===== src/rtl/tofc_pkg.sv =====
package tofc_pkg;

   localparam int CH_W       = 8;
   localparam int CODE_W     = 25;
   localparam int BCD_W      = 20;
   localparam int STATUS_W   = 2;
   localparam int RSP_DATA_W = 48;
   localparam int QUEUE_DEPTH = 2;

   localparam logic [3:0] ZERO_SUM = 4'd11;

   typedef enum logic [1:0] {
      KIND_DIGIT,
      KIND_SPACE,
      KIND_OTHER,
      KIND_END
   } token_kind_type;

   typedef struct packed {
      token_kind_type kind;
      logic [3:0]     digit;
   } token_type;

   typedef enum logic [STATUS_W-1:0] {
      STATUS_ENCODED = 2'd0,
      STATUS_DECODED = 2'd1,
      STATUS_ERROR   = 2'd2
   } status_type;

   // Two-of-five pattern of a decimal digit, weights 7,4,2,1,0 from the top.
   function automatic logic [4:0] tof_pattern(input logic [3:0] d);
      logic [4:0] p;
      case (d)
         4'd0:    p = 5'b11000;
         4'd1:    p = 5'b00011;
         4'd2:    p = 5'b00101;
         4'd3:    p = 5'b00110;
         4'd4:    p = 5'b01001;
         4'd5:    p = 5'b01010;
         4'd6:    p = 5'b01100;
         4'd7:    p = 5'b10001;
         4'd8:    p = 5'b10010;
         4'd9:    p = 5'b10100;
         default: p = 5'b00000;
      endcase
      return p;
   endfunction

   // Weight of a bit position within a group of five.
   function automatic logic [3:0] tof_weight(input logic [2:0] pos);
      logic [3:0] w;
      case (pos)
         3'd0:    w = 4'd7;
         3'd1:    w = 4'd4;
         3'd2:    w = 4'd2;
         3'd3:    w = 4'd1;
         default: w = 4'd0;
      endcase
      return w;
   endfunction

endpackage


===== src/rtl/tofc_front.sv =====
module tofc_front (
   input  logic [tofc_pkg::CH_W-1:0] ch,
   input  logic                      ends_line,
   output tofc_pkg::token_type       token
);

   // Sort each character into digit, space, other or terminator.
   always_comb begin
      token.digit = ch[3:0];
      if (ends_line) begin
         token.kind = tofc_pkg::KIND_END;
      end else if (ch inside {[8'h30:8'h39]}) begin
         token.kind = tofc_pkg::KIND_DIGIT;
      end else if (ch == 8'h20) begin
         token.kind = tofc_pkg::KIND_SPACE;
      end else begin
         token.kind = tofc_pkg::KIND_OTHER;
      end
   end

endmodule


===== src/rtl/tofc_queue.sv =====
module tofc_queue #(
   parameter int DEPTH = tofc_pkg::QUEUE_DEPTH
) (
   input  logic                clock,
   input  logic                reset,
   input  logic                push,
   input  tofc_pkg::token_type push_token,
   output logic                full,
   input  logic                pop,
   output logic                head_valid,
   output tofc_pkg::token_type head_token
);

   localparam int IDX_W = (DEPTH > 1) ? $clog2(DEPTH) : 1;
   localparam int CNT_W = $clog2(DEPTH + 1);

   tofc_pkg::token_type slots_ff [DEPTH];
   logic [IDX_W-1:0] wr_ptr_ff, wr_ptr_in;
   logic [IDX_W-1:0] rd_ptr_ff, rd_ptr_in;
   logic [CNT_W-1:0] count_ff, count_in;

   assign full       = (count_ff == CNT_W'(DEPTH));
   assign head_valid = (count_ff != '0);
   assign head_token = slots_ff[rd_ptr_ff];

   always_comb begin
      wr_ptr_in = wr_ptr_ff;
      rd_ptr_in = rd_ptr_ff;
      count_in  = count_ff;
      if (push) begin
         wr_ptr_in = (wr_ptr_ff == IDX_W'(DEPTH - 1)) ? '0 : wr_ptr_ff + 1'b1;
      end
      if (pop) begin
         rd_ptr_in = (rd_ptr_ff == IDX_W'(DEPTH - 1)) ? '0 : rd_ptr_ff + 1'b1;
      end
      if (push && !pop) begin
         count_in = count_ff + 1'b1;
      end else if (pop && !push) begin
         count_in = count_ff - 1'b1;
      end
   end

   always_ff @(posedge clock) begin
      if (reset) begin
         wr_ptr_ff <= '0;
         rd_ptr_ff <= '0;
         count_ff  <= '0;
      end else begin
         wr_ptr_ff <= wr_ptr_in;
         rd_ptr_ff <= rd_ptr_in;
         count_ff  <= count_in;
      end
   end

   always_ff @(posedge clock) begin
      if (push) begin
         slots_ff[wr_ptr_ff] <= push_token;
      end
   end

endmodule


===== src/rtl/tofc_back.sv =====
module tofc_back (
   input  logic                            clock,
   input  logic                            reset,
   input  logic                            head_valid,
   input  tofc_pkg::token_type             head_token,
   output logic                            pop,
   output logic                            rsp_valid,
   input  logic                            rsp_ready,
   output tofc_pkg::status_type            rsp_status,
   output logic [tofc_pkg::CODE_W-1:0]     rsp_code,
   output logic [tofc_pkg::BCD_W-1:0]      rsp_bcd
);

   logic [2:0]  run_length_ff, run_length_in;
   logic [4:0]  digit_count_ff, digit_count_in;
   logic        format_error_ff, format_error_in;
   logic        nonbinary_ff, nonbinary_in;
   logic        group_error_ff, group_error_in;
   logic [1:0]  group_ones_ff, group_ones_in;
   logic [3:0]  group_sum_ff, group_sum_in;
   logic [2:0]  group_pos_ff, group_pos_in;
   logic [tofc_pkg::CODE_W-1:0] code_accum_ff, code_accum_in;
   logic [tofc_pkg::BCD_W-1:0]  decoded_ff, decoded_in;

   logic                        out_valid_ff, out_valid_in;
   tofc_pkg::status_type        out_status_ff, out_status_in;
   logic [tofc_pkg::CODE_W-1:0] out_code_ff, out_code_in;
   logic [tofc_pkg::BCD_W-1:0]  out_bcd_ff, out_bcd_in;

   logic       out_free;
   logic [1:0] ones_step;
   logic [3:0] sum_step;
   logic       run_bad;
   logic       end_error;

   assign out_free   = !out_valid_ff || rsp_ready;
   assign pop        = head_valid && ((head_token.kind != tofc_pkg::KIND_END) || out_free);
   assign rsp_valid  = out_valid_ff;
   assign rsp_status = out_status_ff;
   assign rsp_code   = out_code_ff;
   assign rsp_bcd    = out_bcd_ff;
   assign run_bad    = (run_length_ff != 3'd0) && (run_length_ff != 3'd5);
   assign end_error  = format_error_ff || run_bad;

   always_comb begin
      run_length_in   = run_length_ff;
      digit_count_in  = digit_count_ff;
      format_error_in = format_error_ff;
      nonbinary_in    = nonbinary_ff;
      group_error_in  = group_error_ff;
      group_ones_in   = group_ones_ff;
      group_sum_in    = group_sum_ff;
      group_pos_in    = group_pos_ff;
      code_accum_in   = code_accum_ff;
      decoded_in      = decoded_ff;
      out_valid_in    = out_valid_ff && !rsp_ready;
      out_status_in   = out_status_ff;
      out_code_in     = out_code_ff;
      out_bcd_in      = out_bcd_ff;
      ones_step       = group_ones_ff;
      sum_step        = group_sum_ff;

      if (pop) begin
         case (head_token.kind)
            tofc_pkg::KIND_DIGIT: begin
               if (run_length_ff >= 3'd5) begin
                  format_error_in = 1'b1;
               end else begin
                  run_length_in = run_length_ff + 3'd1;
               end
               if (digit_count_ff < 5'd5) begin
                  code_accum_in = {code_accum_ff[tofc_pkg::CODE_W-6:0],
                                   tofc_pkg::tof_pattern(head_token.digit)};
               end
               if (digit_count_ff < 5'd25) begin
                  if (head_token.digit > 4'd1) begin
                     nonbinary_in = 1'b1;
                  end else if (head_token.digit == 4'd1) begin
                     if (group_ones_ff >= 2'd2) begin
                        group_error_in = 1'b1;
                     end else begin
                        ones_step = group_ones_ff + 2'd1;
                        sum_step  = group_sum_ff + tofc_pkg::tof_weight(group_pos_ff);
                     end
                  end
                  group_ones_in = ones_step;
                  group_sum_in  = sum_step;
                  group_pos_in  = group_pos_ff + 3'd1;
                  // Close the group: two ones required, sum 11 stands for zero.
                  if (group_pos_ff == 3'd4) begin
                     if (ones_step < 2'd2) begin
                        group_error_in = 1'b1;
                     end
                     decoded_in = {decoded_ff[tofc_pkg::BCD_W-5:0],
                                   (sum_step == tofc_pkg::ZERO_SUM) ? 4'd0 : sum_step};
                     group_ones_in = 2'd0;
                     group_sum_in  = 4'd0;
                     group_pos_in  = 3'd0;
                  end
               end
               if (digit_count_ff != 5'd31) begin
                  digit_count_in = digit_count_ff + 5'd1;
               end
            end
            tofc_pkg::KIND_SPACE, tofc_pkg::KIND_OTHER: begin
               if (run_bad || (head_token.kind == tofc_pkg::KIND_OTHER)) begin
                  format_error_in = 1'b1;
               end
               run_length_in = 3'd0;
            end
            tofc_pkg::KIND_END: begin
               out_valid_in  = 1'b1;
               out_status_in = tofc_pkg::STATUS_ERROR;
               out_code_in   = '0;
               out_bcd_in    = '0;
               if (!end_error && (digit_count_ff == 5'd5)) begin
                  out_status_in = tofc_pkg::STATUS_ENCODED;
                  out_code_in   = code_accum_ff;
               end else if (!end_error && (digit_count_ff == 5'd25) &&
                            !nonbinary_ff && !group_error_ff) begin
                  out_status_in = tofc_pkg::STATUS_DECODED;
                  out_bcd_in    = decoded_ff;
               end
               run_length_in   = '0;
               digit_count_in  = '0;
               format_error_in = 1'b0;
               nonbinary_in    = 1'b0;
               group_error_in  = 1'b0;
               group_ones_in   = '0;
               group_sum_in    = '0;
               group_pos_in    = '0;
               code_accum_in   = '0;
               decoded_in      = '0;
            end
            default: begin
               run_length_in = run_length_ff;
            end
         endcase
      end
   end

   always_ff @(posedge clock) begin
      if (reset) begin
         run_length_ff   <= '0;
         digit_count_ff  <= '0;
         format_error_ff <= 1'b0;
         nonbinary_ff    <= 1'b0;
         group_error_ff  <= 1'b0;
         group_ones_ff   <= '0;
         group_sum_ff    <= '0;
         group_pos_ff    <= '0;
         code_accum_ff   <= '0;
         decoded_ff      <= '0;
         out_valid_ff    <= 1'b0;
      end else begin
         run_length_ff   <= run_length_in;
         digit_count_ff  <= digit_count_in;
         format_error_ff <= format_error_in;
         nonbinary_ff    <= nonbinary_in;
         group_error_ff  <= group_error_in;
         group_ones_ff   <= group_ones_in;
         group_sum_ff    <= group_sum_in;
         group_pos_ff    <= group_pos_in;
         code_accum_ff   <= code_accum_in;
         decoded_ff      <= decoded_in;
         out_valid_ff    <= out_valid_in;
      end
   end

   always_ff @(posedge clock) begin
      out_status_ff <= out_status_in;
      out_code_ff   <= out_code_in;
      out_bcd_ff    <= out_bcd_in;
   end

endmodule


===== src/rtl/two_of_five_code_line_codec.sv =====
// Channel   Direction  Ports                       Carries
// req       in         req_tvalid/tready/tdata/tlast  one character, tlast = terminator
// rsp       out        rsp_tvalid/tready/tdata/tuser  one result per line, tuser = status
//
// Takes one item per cycle unless the queue is full; the character queue between classifier and
// state update lets the input keep flowing while a result waits.
// A result is registered in the output stage when its terminator leaves the queue.
// Reset is synchronous, active high, and clears all line state.
// A stalled result holds the next terminator, and the items behind it, at the head of the queue;
// characters ahead of that terminator keep draining into the line state while rsp_tready is low.
module two_of_five_code_line_codec #(
   parameter int QUEUE_DEPTH = tofc_pkg::QUEUE_DEPTH
) (
   input  logic                                clock,
   input  logic                                reset,
   input  logic                                req_tvalid,
   output logic                                req_tready,
   input  logic [tofc_pkg::CH_W-1:0]           req_tdata,  // [7:0] ch
   input  logic                                req_tlast,  // ends_line
   output logic                                rsp_tvalid,
   input  logic                                rsp_tready,
   output logic [tofc_pkg::RSP_DATA_W-1:0]     rsp_tdata,  // [24:0] code_bits, [44:25] bcd_digits
   output logic [tofc_pkg::STATUS_W-1:0]       rsp_tuser   // [1:0] status
);

   tofc_pkg::token_type   front_token;
   tofc_pkg::token_type   head_token;
   tofc_pkg::status_type  status;
   logic                  queue_full;
   logic                  head_valid;
   logic                  pop;
   logic [tofc_pkg::CODE_W-1:0] code_bits;
   logic [tofc_pkg::BCD_W-1:0]  bcd_digits;

   assign req_tready = !queue_full;

   // Classify the incoming character.
   tofc_front u_front (
      .ch        (req_tdata),
      .ends_line (req_tlast),
      .token     (front_token)
   );

   // Hold classified items until the line state takes them.
   tofc_queue #(
      .DEPTH (QUEUE_DEPTH)
   ) u_queue (
      .clock      (clock),
      .reset      (reset),
      .push       (req_tvalid && req_tready),
      .push_token (front_token),
      .full       (queue_full),
      .pop        (pop),
      .head_valid (head_valid),
      .head_token (head_token)
   );

   // Advance the line state and register the result.
   tofc_back u_back (
      .clock      (clock),
      .reset      (reset),
      .head_valid (head_valid),
      .head_token (head_token),
      .pop        (pop),
      .rsp_valid  (rsp_tvalid),
      .rsp_ready  (rsp_tready),
      .rsp_status (status),
      .rsp_code   (code_bits),
      .rsp_bcd    (bcd_digits)
   );

   assign rsp_tuser = status;
   assign rsp_tdata = {{(tofc_pkg::RSP_DATA_W - tofc_pkg::CODE_W - tofc_pkg::BCD_W){1'b0}},
                       bcd_digits, code_bits};

endmodule


===== config.mk =====
export PLATFORM = sky130hd
export DESIGN_NAME = two_of_five_code_line_codec
export DESIGN_NICKNAME = d
export VERILOG_FILES = /design/src/rtl/tofc_pkg.sv /design/src/rtl/tofc_front.sv /design/src/rtl/tofc_queue.sv /design/src/rtl/tofc_back.sv /design/src/rtl/two_of_five_code_line_codec.sv
export SDC_FILE = /design/constraint.sdc
export NUM_CORES = 1
export LEC_CHECK = 0
export ABC_AREA = 1
export BUFFER_PORTS_ARGS = -buffer_cell sky130_fd_sc_hd__buf_2
export CAP_MARGIN = 20
export CELL_PAD_IN_SITES_DETAIL_PLACEMENT = 1
export CELL_PAD_IN_SITES_GLOBAL_PLACEMENT = 2
export CORE_UTILIZATION = 33
export CTS_CLUSTER_SIZE = 24
export DETAILED_ROUTE_END_ITERATION = 10
export PLACE_DENSITY = 0.78
export SLEW_MARGIN = 20
export SYNTH_ARGS = -nofsm -noshare
export SYNTH_HDL_FRONTEND = slang
export SYNTH_HIERARCHICAL = 1
export SYNTH_SLANG_ARGS = --single-unit

===== constraint.sdc =====
create_clock -name clock -period 2.9 [get_ports clock]
set_input_delay 0.29 -clock clock [delete_from_list [all_inputs] [get_ports clock]]
set_output_delay 0.29 -clock clock [all_outputs]
set_load 0.01 [all_outputs]

==> results.yml, run 1 <==
setup_path:
  crit_fanout: 31
  arrival_ns: 2.87
  critical_path_required_ns: 3.21
  r2r-end: "u_back/code_accum_ff[11]"
  end_kind: "register"
  critPathLaunchType: "register"
  critical_path_class: "register to register"
  worstRegToRegCells: 8
  r2r_slack_ns: 0.34
logic_synthesis:
  synth_top_cell_by_area: "edfxtp_1"
  yosysWarnings: 6
  netlist-cell-type-count: 38
  ys_seq_area_share_pct: 52.77
  yosysMostFrequentCell: "inv_1"
  synthSimpleGateAreaFrac_pct: 17.02
  synth_flop_cell: "dfxtp_1"
  synth_xor_area_share_pct: 0.4342
  synth_compound_area_share_pct: 12.76
  synth_fa_ha_area_share_pct: 5.294
  synth_top_area_share_pct: 29.28
  synthTopCellsByCount: "inv_1 (106), nand2_1 (97), dfxtp_1 (71)"
  synthCells: 661
  avgSynthCellArea_um2: 9.154
  syn_area_um2: 6051
  muxShareOfSynthArea_pct: 1.117
  async_flop_share_pct: 0
  synth_area_leaders: "edfxtp_1 (29%), dfxtp_1 (23%), inv_1 (6.6%)"
  synth-edff-count: 59
  synth_top_family_by_area: "simple AND/OR/NAND/NOR gates"
  ys_seq_elements: 130
route:
  drt-wirelength-per-cell_um: 13.83
  firstDrtPassIters: 4
  ant_nets: 0
  viasPerCell: 4.632
  drcViolationCount: 0
  routed_wl_mm: 13.27
  vias: 4447
  drtIter0Drc: 161
floorplanning:
  start_util_pct: 33.68
  rows: 49
  pin_count: 65
  core_um2: 17960
  dieWidth_um: 137.4
  die_h_um: 137.4
  die_area_um2: 18880
power:
  vdd_ir_drop_max_v: 0.0004413
  p_leak_uw: 0.002776
  p_per_area_nw_per_um2: 985.8
cts:
  clk_latency_ns: 0.42
  clkSinkCount: 130
  cts_root_buf: "clkbuf_16"
  cts_tree: "built"
  cts_resized: 0
  hold_buffers: 0
  cts.htree.levels: 4
  clk_pin_slew_worst_paths_ns: 0.06
  cts-buffers-inserted: 17
  ctsLongestPathBuffers: 2
  cts_setup_buffers: 0
flow_run:
  max_cap_viol_count: 0
global_routing:
  track_usage_pct: 15.00
  antenna_found_initial: 0
  grt_pass1_vias: 4558
  grt_pass1_wl_mm: 21.78
  grt_max_degree: 32
  grt-ovfl-total: 0
hold_path:
  hold_class: "input port to register"
  holdCritStartpoint: "req_tdata[2]"
  hold_depth: 1
  worstHoldEndpoint: "u_queue/slots_ff[0][2]"
timing:
  fin_crit_sh_pct: 88.11
  hold_viol_final: 0
  rsz0062_at_grt: "no"
  fin_crit_ns: 2.555
  slew_headroom_pct: 58.30
  slew_violations: 0
  timing.setup.tns_ns: 0
  setup_slack_ns: 0.3448
  clock.fmax_ghz: 0.3914
  setup_viol: 0
  tightest_slew_ns: 0.6255
  clock_skew_ns: 0.01163
place:
  dp_slack_ns: 0.4390
  routabilityCongestion: 0.7527
  dp_hpwl_mm: 9.264
  numPortBuffers: 61
  post-place-cells: 928
run_status:
  status: "complete, no violations"
finish:
  postLayoutCoreUtil_pct: 39.47
  area_growth_syn_to_layout_pct: 17.18
  layout-drive-gt1-share_pct: 21.61
  nNetsFinal: 756
  antenna-diode-count: 0
  n_fill_cell: 2099
  instances_no_fill: 960
## worst max path at each step
stage / slack [ns] / cells after the start / endpoint
finish: 0.34 / 8 / u_back/code_accum_ff[11]
global route: 0.20 / 8 / u_back/code_accum_ff[11]
floorplan: 0.12 / 11 / u_back/digit_count_ff[2]
CTS: 0.30 / 8 / u_back/code_accum_ff[11]
detailed placement: 0.44 / 8 / u_back/rsp_bcd[3]
global placement: 0.56 / 8 / u_back/rsp_bcd[0]
## sequential cells by signal, indices dropped and copies added, names as in the netlist, named ones only
name / count
u_queue/wr_ptr_ff: 1
u_back/digit_count_ff: 5
u_back/group_pos_ff: 3
u_back/format_error_ff: 1
u_queue/slots_ff: 12
u_queue/rd_ptr_ff: 1
u_back/group_ones_ff: 2
u_back/run_length_ff: 3
u_queue/count_ff: 2
u_back/nonbinary_ff: 1
u_back/rsp_valid: 1
u_back/code_accum_ff: 25
u_back/decoded_ff: 20
u_back/group_error_ff: 1
u_back/rsp_code: 25
u_back/group_sum_ff: 4
u_back/rsp_status: 2
u_back/rsp_bcd: 20
## area by class of cell
class                   count  area (um^2)  area share (%)
clock inverters            14        156.4           2.206
multi-input cells         387         2227           31.41
flip-flops and latches    130         3193           45.03
repair buffers             68        370.4           5.223
inverters                 114        427.9           6.035
well taps                 229        286.5           4.041
clock buffers              18        429.2           6.053
## critical path: stages (launching register included)
cell and delay (ns):
dfxtp_1 0.47, mux2_2 0.41, ha_1 0.28, nor2_2 0.18
nor2_4 0.06, nand2_2 0.28, buf_4 0.43, a21oi_1 0.07
a211oi_1 0.26
## per-layer routing
metal | routed length, um | up-vias | track usage, %
li1 | - | 2253 | -
met5 | 0 | - | 0
met1 | 6284 | 2105 | 18.53
met2 | 6423 | 76 | 25.27
met4 | 108 | 0 | 4.762
met3 | 456 | 13 | 4.010
## where the power goes
part	switching [uW]	internal [uW]
Combinational	1560	723
Clock	847	1280
Sequential	185	2400
Total	2590	4400
## cell families after synthesis
kind of cell,count (synthesis)
flip-flops,130
multiplexers,6
other,1
AND/OR/NAND/NOR,231
adder cells (fa/ha/maj),25
AO/OA/AOI/OAI,119
buffers and inverters,146
XOR/XNOR,3
## stage by stage
stage / power [uW] / instance area, um^2 / hold slack [ns]
global placement: 4817 / 6505 / 0.4544
finish: 6990 / 7091 / 0.08740
floorplan: 4312 / 6058 / 0.3624
global route: 7453 / 7091 / 0.07546
CTS: 7098 / 7091 / 0.06997
detailed placement: 4916 / 6505 / 0.4595
## cells in the final DEF, fill, tap and decap left out, types with 2 or more instances in the layout
master	instances
inv_1	105
inv_2	9
a21oi_1	69
nor3_1	8
xor2_1	2
bufinv_16	2
dfxtp_1	71
nand2_1	97
nor2_4	2
buf_4	6
a211oi_2	19
buf_2	61
o211ai_1	2
a211oi_1	6
nand3_2	2
edfxtp_1	59
nand3_1	29
clkinvlp_4	2
nand4_1	4
conb_1	3
clkinv_4	4
nor2_2	11
mux2_2	6
nand2_2	6
inv_6	3
nor2_1	68
ha_1	24
clkbuf_16	17
o21ai_0	18
No activity file was read; power rests on OpenSTA's default activity.
==> run 2, diff against run 1 <==
--- a/config.mk
+++ b/config.mk
@@ -9,8 +9,8 @@
 export BUFFER_PORTS_ARGS = -buffer_cell sky130_fd_sc_hd__buf_2
 export CAP_MARGIN = 20
 export CELL_PAD_IN_SITES_DETAIL_PLACEMENT = 1
-export CELL_PAD_IN_SITES_GLOBAL_PLACEMENT = 2
-export CORE_UTILIZATION = 33
+export CELL_PAD_IN_SITES_GLOBAL_PLACEMENT = 1
+export CORE_UTILIZATION = 41
 export CTS_CLUSTER_SIZE = 24
 export DETAILED_ROUTE_END_ITERATION = 10
 export PLACE_DENSITY = 0.78
==> run 2 against run 1 <==
Net effect: register-to-register slack better by 0.097 ns; core utilization is 9.3 points higher; combinational power hardly changed; design area is 0.48% lower; fmax is 3.9% higher; global-route usage is 4.8 points higher; die area is 19% lower; sequential cell count stayed put; sequential power hardly changed; critical path type unchanged; largest cell class unchanged; highest routed layer unchanged.
==> results.yml, run 2 (synthesis results as in run 1) <==
timing:
  clock_skew_ns: 0.009037
  timing.setup.tns_ns: 0
  setup_viol: 0
  tightest_slew_ns: 0.7337
  fin_crit_sh_pct: 84.77
  hold_viol_final: 0
  rsz0062_at_grt: "no"
  clock.fmax_ghz: 0.4068
  fin_crit_ns: 2.458
  setup_slack_ns: 0.4418
  slew_headroom_pct: 51.08
  holdWs_ns: 0.08523
  slew_violations: 0
cts:
  cts_root_buf: "clkbuf_16"
  cts-buffers-inserted: 17
  cts_tree: "built"
  ctsLongestPathBuffers: 2
  cts.htree.levels: 4
  cts_resized: 0
  clk_latency_ns: 0.43
  clk_pin_slew_worst_paths_ns: 0.05
  clkSinkCount: 130
  cts_setup_buffers: 0
  hold_buffers: 0
place:
  numPortBuffers: 61
  dp_hpwl_mm: 9.316
  dp_slack_ns: 0.4726
  routabilityCongestion: 0.7889
floorplanning:
  dieWidth_um: 123.5
  die_area_um2: 15250
  rows: 44
  pin_count: 65
  core_um2: 14480
  start_util_pct: 41.79
  die_h_um: 123.5
route:
  viasPerCell: 4.993
  firstDrtPassIters: 4
  routed_wl_mm: 13.87
  drtIter0Drc: 298
  vias: 4559
  ant_nets: 0
  drt-wirelength-per-cell_um: 15.19
  drcViolationCount: 0
global_routing:
  antenna_found_initial: 0
  grt_pass1_wl_mm: 22.67
  grt-ovfl-total: 0
  grt_pass1_vias: 4640
  grt_max_degree: 57
  track_usage_pct: 19.78
power:
  p_leak_uw: 0.002780
  vdd_ir_drop_max_v: 0.0004701
  p_per_area_nw_per_um2: 1013
  fin_total_pwr_uw: 7151
run_status:
  status: "complete, no violations"
finish:
  area_growth_syn_to_layout_pct: 16.63
  multi_input_area_um2: 2227
  layout-drive-gt1-share_pct: 21.40
  postLayoutCoreUtil_pct: 48.74
  seqCellArea_um2: 3193
  final_cell_mix: "inv_1 (105), nand2_1 (97), dfxtp_1 (71), a21oi_1 (69), nor2_1 (68)"
  antenna-diode-count: 0
  n_fill_cell: 1650
  nNetsFinal: 755
  layout_commonest_cell: "inv_1"
flow_run:
  max_cap_viol_count: 0
setup_path:
  end_kind: "register"
  critical_path_class: "register to register"
  critical_path_required_ns: 3.21
  critPathLaunchType: "register"
  crit_fanout: 47
  arrival_ns: 2.77
hold_path:
  hold_class: "input port to register"
  holdCritStartpoint: "req_tdata[2]"
run 2: cell count changes in the layout (fill, tap and decap cells not counted):
cell        delta
clkbuf_1       +1
clkinvlp_4     +1
clkinv_4       -2
bufinv_16      +2
inv_8          -1
clkinv_1       -1
buf_4          -1
inv_6          -1
run 2: stage by stage:
| stage | instances | cell area (um^2) |
|---|---|---|
| after floorplan | 663 | 6058 |
| after global placement | 882 | 6441 |
| after detailed placement | 882 | 6441 |
| after CTS | 913 | 7057 |
| after global routing | 913 | 7057 |
| final | 913 | 7057 |
run 2: power breakdown:
group | switching, uW | leakage [uW] | internal [uW] | total [uW]
clock network | 814 | 0.000290 | 1440 | 2250
registers | 187 | 0.00113 | 2400 | 2590
logic | 1590 | 0.00136 | 718 | 2310
run 2: critical path, cell delays in order (launching register included):
cell and delay (ns):
dfxtp_1 0.44, mux2_2 0.40, ha_1 0.31, nor2_2 0.18, nor2_4 0.07, nand2_2 0.05, buf_4 0.47, inv_1 0.17
o21ai_0 0.19, a21oi_1 0.06
run 2: area by class of cell:
type,instances,area share [%]
clock buffer,19,6.135
multi-input combinational,387,31.56
timing repair buffer,67,5.142
tap,184,3.262
sequential,130,45.25
inverter,114,6.064
clock inverter,12,2.589
run 2: routing by layer:
metal  part of all wire, %  track usage (%)  wire, um
met3                   3.3            4.520       454
met5                     0                0         0
met2                    52            34.60      7171
met4                   2.2            9.111       306
met1                    43            22.85      5935
run 2: path summary, 6_finish.rpt:
path                                                 to  slack (ns)  cells after the start
worst max-delay path            u_back/code_accum_ff[0]        0.44                      9
worst min-delay path             u_queue/slots_ff[1][2]        0.09                      1
worst max register to register  u_back/code_accum_ff[0]        0.44                      9
worst min register to register      u_back/nonbinary_ff        0.46                      2
